--- config.mk ---
export PLATFORM = sky130hd
export DESIGN_NAME = dual_quadrature_counter_2x
export DESIGN_NICKNAME = d
export VERILOG_FILES = /design/src/design/dqc_pkg.sv /design/src/design/dqc_lane.sv /design/src/design/dqc_merge.sv /design/src/design/dual_quadrature_counter_2x.sv
export SDC_FILE = /design/constraint.sdc
export NUM_CORES = 1
export LEC_CHECK = 0
export ABC_AREA = 0
export BUFFER_PORTS_ARGS = -buffer_cell sky130_fd_sc_hd__buf_2
export CORE_AREA = 2 2 108 110
export CTS_CLUSTER_DIAMETER = 200
export DETAILED_ROUTE_END_ITERATION = 16
export DIE_AREA = 0 0 110 112
export PLACE_DENSITY = 0.75
export SLEW_MARGIN = 20
export SYNTH_ARGS = -nofsm -noshare
export SYNTH_HDL_FRONTEND = slang
export SYNTH_HIERARCHICAL = 1
export SYNTH_SLANG_ARGS = --single-unit
--- constraint.sdc ---
create_clock -name clock -period 2.92 [get_ports clock]
set_clock_uncertainty 0.05 [all_clocks]
set_input_delay 0.292 -clock clock [delete_from_list [all_inputs] [get_ports clock]]
set_output_delay 0.292 -clock clock [all_outputs]
set_load 0.02 [all_outputs]
--- src/design/dqc_pkg.sv ---
// Shared types and constants for the dual quadrature counter.
`timescale 1ns / 1ps
package dqc_pkg;

   // Width of each reported delta field
   localparam int DELTA_WIDTH = 16;

   // Number of encoders handled side by side
   localparam int LANE_COUNT = 2;

   // Pin levels carried per encoder (channel 1, channel 2)
   localparam int LEVELS_PER_LANE = 2;

   // Item kinds carried on req_tuser
   localparam logic ACTION_SAMPLE   = 1'b0;
   localparam logic ACTION_SNAPSHOT = 1'b1;

   // Per-transfer control sent from the top level to every lane
   typedef struct packed {
      logic sample;  // pin level sample accepted
      logic clear;   // snapshot accepted: clear the count
   } lane_ctrl_type;

endpackage

--- src/design/dqc_lane.sv ---
// One encoder lane: edge detection and saturating 2x up/down count.
`timescale 1ns / 1ps
module dqc_lane #(
   parameter int COUNT_WIDTH = 16
) (
   input  logic                          clock,
   input  logic                          reset,
   input  dqc_pkg::lane_ctrl_type        ctrl,
   input  logic [1:0]                    levels,   // [0] ch1, [1] ch2
   output logic signed [COUNT_WIDTH-1:0] count
);
   import dqc_pkg::*;

   localparam logic signed [COUNT_WIDTH-1:0] CountMax = {1'b0, {(COUNT_WIDTH-1){1'b1}}};
   localparam logic signed [COUNT_WIDTH-1:0] CountMin = {1'b1, {(COUNT_WIDTH-1){1'b0}}};

   logic signed [COUNT_WIDTH-1:0] count_ff, count_in;
   logic [1:0]                    prior_ff, prior_in;
   logic                          known_ff, known_in;
   logic                          rise1;
   logic                          rise2;
   logic                          step_up;
   logic                          step_down;

   // Rising edges against the previous sample
   assign rise1 = levels[0] & ~prior_ff[0];
   assign rise2 = levels[1] & ~prior_ff[1];

   // Channel 1 edge takes priority over channel 2
   always_comb begin
      step_up   = 1'b0;
      step_down = 1'b0;
      if (known_ff) begin
         if (rise1) begin
            step_up   = levels[1];
            step_down = ~levels[1];
         end else if (rise2) begin
            step_up   = ~levels[0];
            step_down = levels[0];
         end
      end
   end

   // Next state of count, prior levels and first-sample flag
   always_comb begin
      count_in = count_ff;
      prior_in = prior_ff;
      known_in = known_ff;
      if (ctrl.clear) begin
         count_in = '0;
      end else if (ctrl.sample) begin
         if (step_up && count_ff != CountMax) begin
            count_in = count_ff + COUNT_WIDTH'(1);
         end else if (step_down && count_ff != CountMin) begin
            count_in = count_ff - COUNT_WIDTH'(1);
         end
         prior_in = levels;
         known_in = 1'b1;
      end
   end

   always_ff @(posedge clock) begin
      if (reset) begin
         count_ff <= '0;
         prior_ff <= '0;
         known_ff <= 1'b0;
      end else begin
         count_ff <= count_in;
         prior_ff <= prior_in;
         known_ff <= known_in;
      end
   end

   assign count = count_ff;

endmodule

--- src/design/dqc_merge.sv ---
// Merge stage: saturates lane counts into one result and buffers it for output.
`timescale 1ns / 1ps
module dqc_merge #(
   parameter int COUNT_WIDTH = 16
) (
   input  logic                            clock,
   input  logic                            reset,
   input  logic                            push,
   input  logic signed [COUNT_WIDTH-1:0]   left_count,
   input  logic signed [COUNT_WIDTH-1:0]   right_count,
   output logic                            skid_full,
   output logic                            rsp_tvalid,
   input  logic                            rsp_tready,
   output logic [2*dqc_pkg::DELTA_WIDTH-1:0] rsp_tdata
);
   import dqc_pkg::*;

   localparam int WideWidth = 33;
   localparam logic signed [COUNT_WIDTH-1:0] CountMax = {1'b0, {(COUNT_WIDTH-1){1'b1}}};
   localparam logic signed [COUNT_WIDTH-1:0] CountMin = {1'b1, {(COUNT_WIDTH-1){1'b0}}};
   localparam logic signed [WideWidth-1:0] DeltaMax = WideWidth'(32767);
   localparam logic signed [WideWidth-1:0] DeltaMin = -WideWidth'(32768);

   logic signed [COUNT_WIDTH-1:0] right_neg;
   logic signed [WideWidth-1:0]   left_wide;
   logic signed [WideWidth-1:0]   right_wide;
   logic [DELTA_WIDTH-1:0]        left_delta;
   logic [DELTA_WIDTH-1:0]        right_delta;
   logic [2*DELTA_WIDTH-1:0]      result;

   logic                     out_valid_ff, out_valid_in;
   logic [2*DELTA_WIDTH-1:0] out_data_ff, out_data_in;
   logic                     skid_valid_ff, skid_valid_in;
   logic [2*DELTA_WIDTH-1:0] skid_data_ff, skid_data_in;
   logic                     pop;

   // Saturating negation of the second count
   assign right_neg = (right_count == CountMin) ? CountMax : -right_count;

   // Sign extend, then clamp to the 16-bit result range
   assign left_wide  = {{(WideWidth-COUNT_WIDTH){left_count[COUNT_WIDTH-1]}}, left_count};
   assign right_wide = {{(WideWidth-COUNT_WIDTH){right_neg[COUNT_WIDTH-1]}}, right_neg};

   always_comb begin
      if (left_wide > DeltaMax) begin
         left_delta = DeltaMax[DELTA_WIDTH-1:0];
      end else if (left_wide < DeltaMin) begin
         left_delta = DeltaMin[DELTA_WIDTH-1:0];
      end else begin
         left_delta = left_wide[DELTA_WIDTH-1:0];
      end
      if (right_wide > DeltaMax) begin
         right_delta = DeltaMax[DELTA_WIDTH-1:0];
      end else if (right_wide < DeltaMin) begin
         right_delta = DeltaMin[DELTA_WIDTH-1:0];
      end else begin
         right_delta = right_wide[DELTA_WIDTH-1:0];
      end
   end

   assign result = {right_delta, left_delta};
   assign pop    = out_valid_ff & rsp_tready;

   // Output register with one skid entry behind it
   always_comb begin
      out_valid_in  = out_valid_ff;
      out_data_in   = out_data_ff;
      skid_valid_in = skid_valid_ff;
      skid_data_in  = skid_data_ff;
      if (skid_valid_ff) begin
         if (pop) begin
            out_data_in   = skid_data_ff;
            skid_valid_in = 1'b0;
         end
      end else if (push) begin
         if (!out_valid_ff || pop) begin
            out_valid_in = 1'b1;
            out_data_in  = result;
         end else begin
            skid_valid_in = 1'b1;
            skid_data_in  = result;
         end
      end else if (pop) begin
         out_valid_in = 1'b0;
      end
   end

   always_ff @(posedge clock) begin
      if (reset) begin
         out_valid_ff  <= 1'b0;
         skid_valid_ff <= 1'b0;
      end else begin
         out_valid_ff  <= out_valid_in;
         skid_valid_ff <= skid_valid_in;
      end
   end

   always_ff @(posedge clock) begin
      out_data_ff  <= out_data_in;
      skid_data_ff <= skid_data_in;
   end

   assign skid_full  = skid_valid_ff;
   assign rsp_tvalid = out_valid_ff;
   assign rsp_tdata  = out_data_ff;

endmodule

--- src/design/dual_quadrature_counter_2x.sv ---
// Top level of the dual quadrature counter: two encoder lanes and the merge stage.
`timescale 1ns / 1ps
// Dual 2x quadrature counter. Each req transfer is either a pin level sample
// (req_tuser low) or a snapshot (req_tuser high). One sample can be accepted
// every cycle while req_tready is high; both encoder lanes update their counts in
// the same cycle the sample is accepted. A snapshot returns the left count and
// the negated right count, both clamped to 16 bits, as a registered result on rsp, and
// clears the counts. Results pass through an output register plus one skid
// entry, so req_tready only drops while both hold results that the consumer
// has not taken. The first sample after reset only records pin levels.
module dual_quadrature_counter_2x #(
   parameter int COUNT_WIDTH = 16
) (
   input  logic        clock,
   input  logic        reset,
   input  logic        req_tvalid,
   output logic        req_tready,
   input  logic [7:0]  req_tdata,   // [0] left_ch1_level, [1] left_ch2_level,
                                    // [2] right_ch1_level, [3] right_ch2_level, [7:4] zero
   input  logic        req_tuser,   // [0] action
   output logic        rsp_tvalid,
   input  logic        rsp_tready,
   output logic [31:0] rsp_tdata    // [15:0] left_delta, [31:16] right_delta
);
   import dqc_pkg::*;

   logic                          accept;
   logic                          skid_full;
   lane_ctrl_type                 ctrl;
   logic signed [COUNT_WIDTH-1:0] counts [LANE_COUNT];

   // Input handshake and per-transfer lane control
   assign req_tready = ~skid_full;
   assign accept     = req_tvalid & req_tready;
   assign ctrl.sample = accept && (req_tuser == ACTION_SAMPLE);
   assign ctrl.clear  = accept && (req_tuser == ACTION_SNAPSHOT);

   // One lane per encoder
   for (genvar i = 0; i < LANE_COUNT; i++) begin : g_lane
      dqc_lane #(
         .COUNT_WIDTH (COUNT_WIDTH)
      ) u_lane (
         .clock  (clock),
         .reset  (reset),
         .ctrl   (ctrl),
         .levels (req_tdata[LEVELS_PER_LANE*i +: LEVELS_PER_LANE]),
         .count  (counts[i])
      );
   end

   // Combine lane counts into the snapshot result
   dqc_merge #(
      .COUNT_WIDTH (COUNT_WIDTH)
   ) u_merge (
      .clock       (clock),
      .reset       (reset),
      .push        (ctrl.clear),
      .left_count  (counts[0]),
      .right_count (counts[1]),
      .skid_full   (skid_full),
      .rsp_tvalid  (rsp_tvalid),
      .rsp_tready  (rsp_tready),
      .rsp_tdata   (rsp_tdata)
   );

endmodule

# ---- Yosys cells after proc, flatten, opt, wreduce, memory -nomap -nowiden
# Cells that the tools add are included.
dict set report totals {
  ramBits 0
  reg_bits 103
  input_bits 13
  elab_cells 95
  latch_bits 0
  mem_count 0
  mem_bits_ro 0
  output_inout_bits 34
}
dict set report op_classes {
  n_mul 0
  n_mux 32
  magnitude_cmp 4
  add_sub_neg 5
  shift 0
  div 0
  reduce_logical 20
  bitwise_logic 18
  eq_ne 7
}
# op count
set ops {}
lappend ops {{$mux W16} 9}
lappend ops {{$mux W32} 4}
lappend ops {{$ne A16 B16 Y1 const B} 4}
lappend ops {{$add A16 B2 Y16 const B} 2}
lappend ops {{$gt A16 B16 Y1 const B} 2}
lappend ops {{$lt A16 B16 Y1 const B} 2}
lappend ops {{$sub A16 B2 Y16 const B} 2}
lappend ops {{$mux W1} 19}
lappend ops {{$eq A16 B16 Y1 const B} 1}
lappend ops {{$neg A16 Y16} 1}
lappend ops {{$not A1 Y1} 12}
lappend ops {{$reduce_bool A2 Y1} 5}
lappend ops {{$reduce_and A3 Y1} 3}
lappend ops {{$and A1 B1 Y1} 6}
lappend ops {{$logic_and A1 B1 Y1} 6}
lappend ops {{$reduce_and A2 Y1} 3}
lappend ops {{$ne A2 B2 Y1 const B} 2}
lappend ops {{$reduce_or A2 Y1} 1}
lappend ops {{$logic_not A1 Y1} 1}
lappend ops {{$logic_or A1 B1 Y1} 1}

# ---- Depth between registers and ports, before layout
dict set report logic_depth {
  depth_word 8
  mapped_depth 11
}

# ---- Hierarchy
# The synthesis kept the hierarchy.
# mod cells_per_inst seq_area_each_um2 area_each_um2 instances
set modules_own_cells {}
lappend modules_own_cells {dqc_merge 203 1961.9 2876.5 1}
lappend modules_own_cells {{dqc_lane (g_lane[1].u_lane)} 185 380.4 1551.5 1}
lappend modules_own_cells {{dqc_lane (g_lane[0].u_lane)} 172 380.4 1515.2 1}
lappend modules_own_cells {dual_quadrature_counter_2x 3 0.0 20.0 1}

# ---- Worst setup path after synthesis
# OpenSTA, ideal clock, no wires.
dict set report synth_path {
  kind {register to register}
  startpoint {register u_merge.skid_valid_ff (netlist: u_merge/skid_full)}
  endpoint {register u_merge.out_data_ff[0] (netlist: u_merge/rsp_tdata[0]), enable pin}
  setup_time_ns 0.432
  period_less_slack_ns 3.182
  slack_ns -0.262
  stages_incl_launch_ff 5
  required_time_ns 2.438
  arrival_time_ns 2.701
  path_cell_list {dfxtp_1 -> clkbuf_1 -> clkbuf_1 -> nand2_1 -> a21oi_1}
}
dict set report synth_between {
  elab_chain_len 5
  word_cells_on_any_way 7
}
# element line_no
set synth_rtl {}
lappend synth_rtl {{start: declaration} dqc_merge.sv:33} ;# logic skid_valid_ff, skid_valid_in;
lappend synth_rtl {{start signal: assignment} dqc_merge.sv:94} ;# skid_valid_ff <= skid_valid_in;
lappend synth_rtl {{$not A1 Y1 (no line)} -}
lappend synth_rtl {{$and A1 B1 Y1} dual_quadrature_counter_2x.sv:34} ;# assign accept = req_tvalid & req_tready;
lappend synth_rtl {{$logic_and A1 B1 Y1} dual_quadrature_counter_2x.sv:36} ;# assign ctrl.clear = accept && (req_tuser == ACTION_SNAPSHOT);
lappend synth_rtl {{$reduce_bool A2 Y1 (no line)} -}
lappend synth_rtl {{$reduce_and A3 Y1 (no line) *} -}
lappend synth_rtl {{end signal: assignment} dqc_merge.sv:99} ;# out_data_ff <= out_data_in;
lappend synth_rtl {{end: declaration} dqc_merge.sv:32} ;# logic [2*DELTA_WIDTH-1:0] out_data_ff, out_data_in;
# Mark *: on every way between the ends. The rest lies on a longest branch, timed or not.
# A chain may end at the register's enable or synchronous reset.

# ---- Final worst setup path
dict set report layout_path {
  startpoint {register g_lane[0].u_lane.count_ff[9]}
  endpoint {register g_lane[0].u_lane.count_ff[12]}
}
dict set report layout_between {
  elab_chain_len 4
  word_cells_on_any_way 10
}
# element line_no
set layout_rtl {}
lappend layout_rtl {{start: declaration} dqc_lane.sv:17} ;# logic signed [COUNT_WIDTH-1:0] count_ff, count_in;
lappend layout_rtl {{start signal: assignment} dqc_lane.sv:68} ;# count_ff <= count_in;
lappend layout_rtl {{parallel branches: the longest is 4 deep, another holds $sub A16 B2 Y16} -}
# Several ways; the timed one is not identified. The select of a mux whose other input is x is not followed.

==> impl_results.md <==
* Status: complete, no violations
* DIE AREA at 12320 um2
* Total number of H-tree levels at 3
* Initial antenna violation count at 0
* Min-delay src: rsp_tready
* Post-synth ARST share at 0%
* Crit-path max FO at 5
* Final ANT Viol Nets at 0
* Family with the most delay on the worst path: compound AO/OA/AOI/OAI gates
* Reg2reg start: g_lane[0].u_lane/count[9]
* Via Count at roughly 4700
* Register area share after synthesis at 45.66%
* CP max-delay cell: nor4_4
* Ports at 47
* Syn_nets at 609
* Top_reg_cell synth: edfxtp_1
* Top layer reached by signal wires: met4
* CTS sink count at 104
* Cell count after synthesis at ~560
* PwrDens at 469.2 nW/um2
* Buf+Inv Stages, Crit Path at 2
* Worst vdd ir at 0.0002639 V
* Die X at 110 um
* Final hold vios at 0
* IO buf count at 42
* Final WL at 13.55 mm
* Vias per cell at 5.845
* Remaining Overflow, GRT at 0
* Peak Freq at 343.2 MHz
* DR pass1 iterations at 5
* Finished Layout Cells at 809
* Slew @ Worst Pin at 0.6179 ns
* Met3 Wirelength at just over 700 um
* Pin count of the biggest net entering global routing at 33
* Static Leakage at a little under 0.003 uW
* Clock-pin transition on the worst setup and hold timing paths at around 0.070 ns
* Min cycle time layout at 2.914 ns
* Crit. End Element: flop
* Critical Path Source Type: flop
* Wl on met1 at approximately 6.4 mm
* Worst Hold Class: in2reg
* RSZ-0062 raised after global routing: yes
* Area Overhead vs Synth at 21.36%
* Overall power at roughly 3400 uW
* Die Ht at 112 um
* Nets@finish at 707
* Yosys cell types at 72
* Maxcap violations at 0
* Synth top area share at 32.23%
* Clk_lat worst skew at 0.35 ns
* Syn Std Cell Area at 5963 um2
* Relative slew slack at 58.81%
* Worst path required time at 3.10 ns
* Wire per inst at between 15 and 20 um
* Most instantiated library cell after synthesis: edfxtp_1
* Worst Setup SP: g_lane[0].u_lane/count[9]
* DP HPWL at 9.475 mm
* Row cnt at 39
* First-pass GRT wire length at 22.03 mm
* Global-route usage over all layers at 22.78%
* Post-synth EDFFs at 64
* CTS buffer count at 9
* Met2 routed wirelength at ~6.3 mm
* Max-slew violations at 0
* Crit path arrival time at 3.10 ns
* Global placement routability congestion at a little over 0.9
* Root Buffer: clkbuf_16
* Ys Warns at 6
* DRC Markers at 0
* # fillers at about 860
* Crit-path cells: nand4_1 -> nor4_4 -> nor2_4 -> inv_4 -> ha_4 -> a21o_1 -> buf_6 -> a221oi_4 -> o31a_1 -> o21bai_1 -> xnor2_1 -> o21ai_1
* Initial core utilization at 53.36%
* Synthesized area per cell at 10.59 um2
* Crit path kind: reg2reg
* Vias in the first global route at 4453
* Iter 0 DRT Violations at 315
* Placeable Area at roughly 11000 um2
* CTS tree: built
* Post-synth top cells: edfxtp_1 (64), nand2_1 (56), dfxtp_1 (40)
* Inserted Diodes at 0
* Final setup fails at 0
* Yosys reg bits at approximately 100
* Longest Clk Path Bufs at 2
* Largest cells by area after synthesis: edfxtp_1 (32%), dfxtp_1 (13%), ha_1 (6.5%)
* Fin crit share at 99.79%
* Dpl cells at 787
* Synth area leader: edfxtp_1
* Layout cell share with drive strength beyond 1 at 32.13%
* Slowest cell delay on critical path at 0.42 ns
-- power breakdown --
group | total [uW] | internal (uW) | switching, uW
combinational | 598 | 256 | 342
sequential | 1640 | 1620 | 16.3
clock | 1160 | 593 | 568
-- layout by cell type (no fill, tap or decap), types with 11 or more instances in the layout --
| cell | count |
|---|---|
| ha_1 | 27 |
| nand4_1 | 17 |
| nor2_1 | 36 |
| dfxtp_1 | 34 |
| a21o_1 | 11 |
| o21ai_0 | 11 |
| buf_2 | 42 |
| nand3_1 | 12 |
| nor4_1 | 12 |
| mux2_2 | 21 |
| buf_4 | 72 |
| inv_1 | 11 |
| xnor2_1 | 18 |
| nand2_1 | 56 |
| edfxtp_1 | 64 |
| mux2i_1 | 15 |
| a21oi_1 | 27 |
-- flip-flops by register name (all words and copies together) (netlist names) --
name                    flops
g_lane.u_lane/count        32
u_merge/rsp_tdata          32
u_merge/skid_data_ff       32
g_lane.u_lane/prior_ff      4
g_lane.u_lane/known_ff      2
u_merge/rsp_tvalid          1
u_merge/skid_full           1
-- layer usage --
metal / global-route usage (%) / vias to the layer above
met1: 33.52 / 2259
met5: 0 / -
met3: 3.689 / 12
met4: 5.992 / 0
li1: - / 2296
met2: 34.81 / 162
-- repair_timing --
action | in CTS | in global routing
pin swaps | 2 | 14
setup endpoints to repair | 8 | 16
cloned | 1 | 0
buffers inserted | 1 | 4
hold buffers | 0 | 0
gates resized for setup | 7 | 25
-- final timing paths --
check / endpoint / slack (ns) / cells after the start
setup / recovery: g_lane[0].u_lane/count[12] / 0.006 / 12
hold reg to reg: g_lane[1].u_lane/prior_ff[1] / 0.47 / 2
setup reg to reg: g_lane[0].u_lane/count[12] / 0.006 / 12
hold / removal: u_merge/skid_full / 0.11 / 2
-- cells by family after synthesis --
logic type | share of synthesized area, %
AOI/OAI and AO/OA | 15.46
muxes | 6.651
DFF | 45.66
adders and majority gates | 7.176
and+or+nand+nor | 17.69
buffers and inverters | 3.252
xor gates and xnor gates | 4.112
-- stage by stage --
| stage | utilization, % | setup TNS [ns] | hold WS [ns] | setup WS [ns] | instance area [um2] |
|---|---|---|---|---|---|
| 2_1_floorplan | - | 0 | 0.3111 | 0.02628 | 5978 |
| 3_3_place_gp | 60.40 | -0.003952 | 0.4236 | -0.003952 | 6749 |
| 3_5_place_dp | 60.40 | -0.2612 | 0.4518 | -0.07545 | 6749 |
| 4_1_cts | 63.36 | -0.02367 | 0.1031 | -0.02367 | 7081 |
| 5_1_grt | 64.76 | -0.7268 | 0.1114 | -0.1266 | 7237 |
| 6_report | 64.76 | 0 | 0.1082 | 0.006015 | 7237 |
-- area by class of cell --
| class | instances | area [um2] | share of cell area [%] |
|---|---|---|---|
| multi-input cells | 416 | 3217 | 44.45 |
| inverters | 14 | 60.06 | 0.8299 |
| repair inverters | 1 | 7.507 | 0.1037 |
| clock buffers | 10 | 229.0 | 3.164 |
| repair buffers | 115 | 762.0 | 10.53 |
| well taps | 143 | 178.9 | 2.472 |
| clock inverters | 6 | 52.55 | 0.7261 |
| flip-flops and latches | 104 | 2730 | 37.72 |
Power figures use the tool's default switching activity.
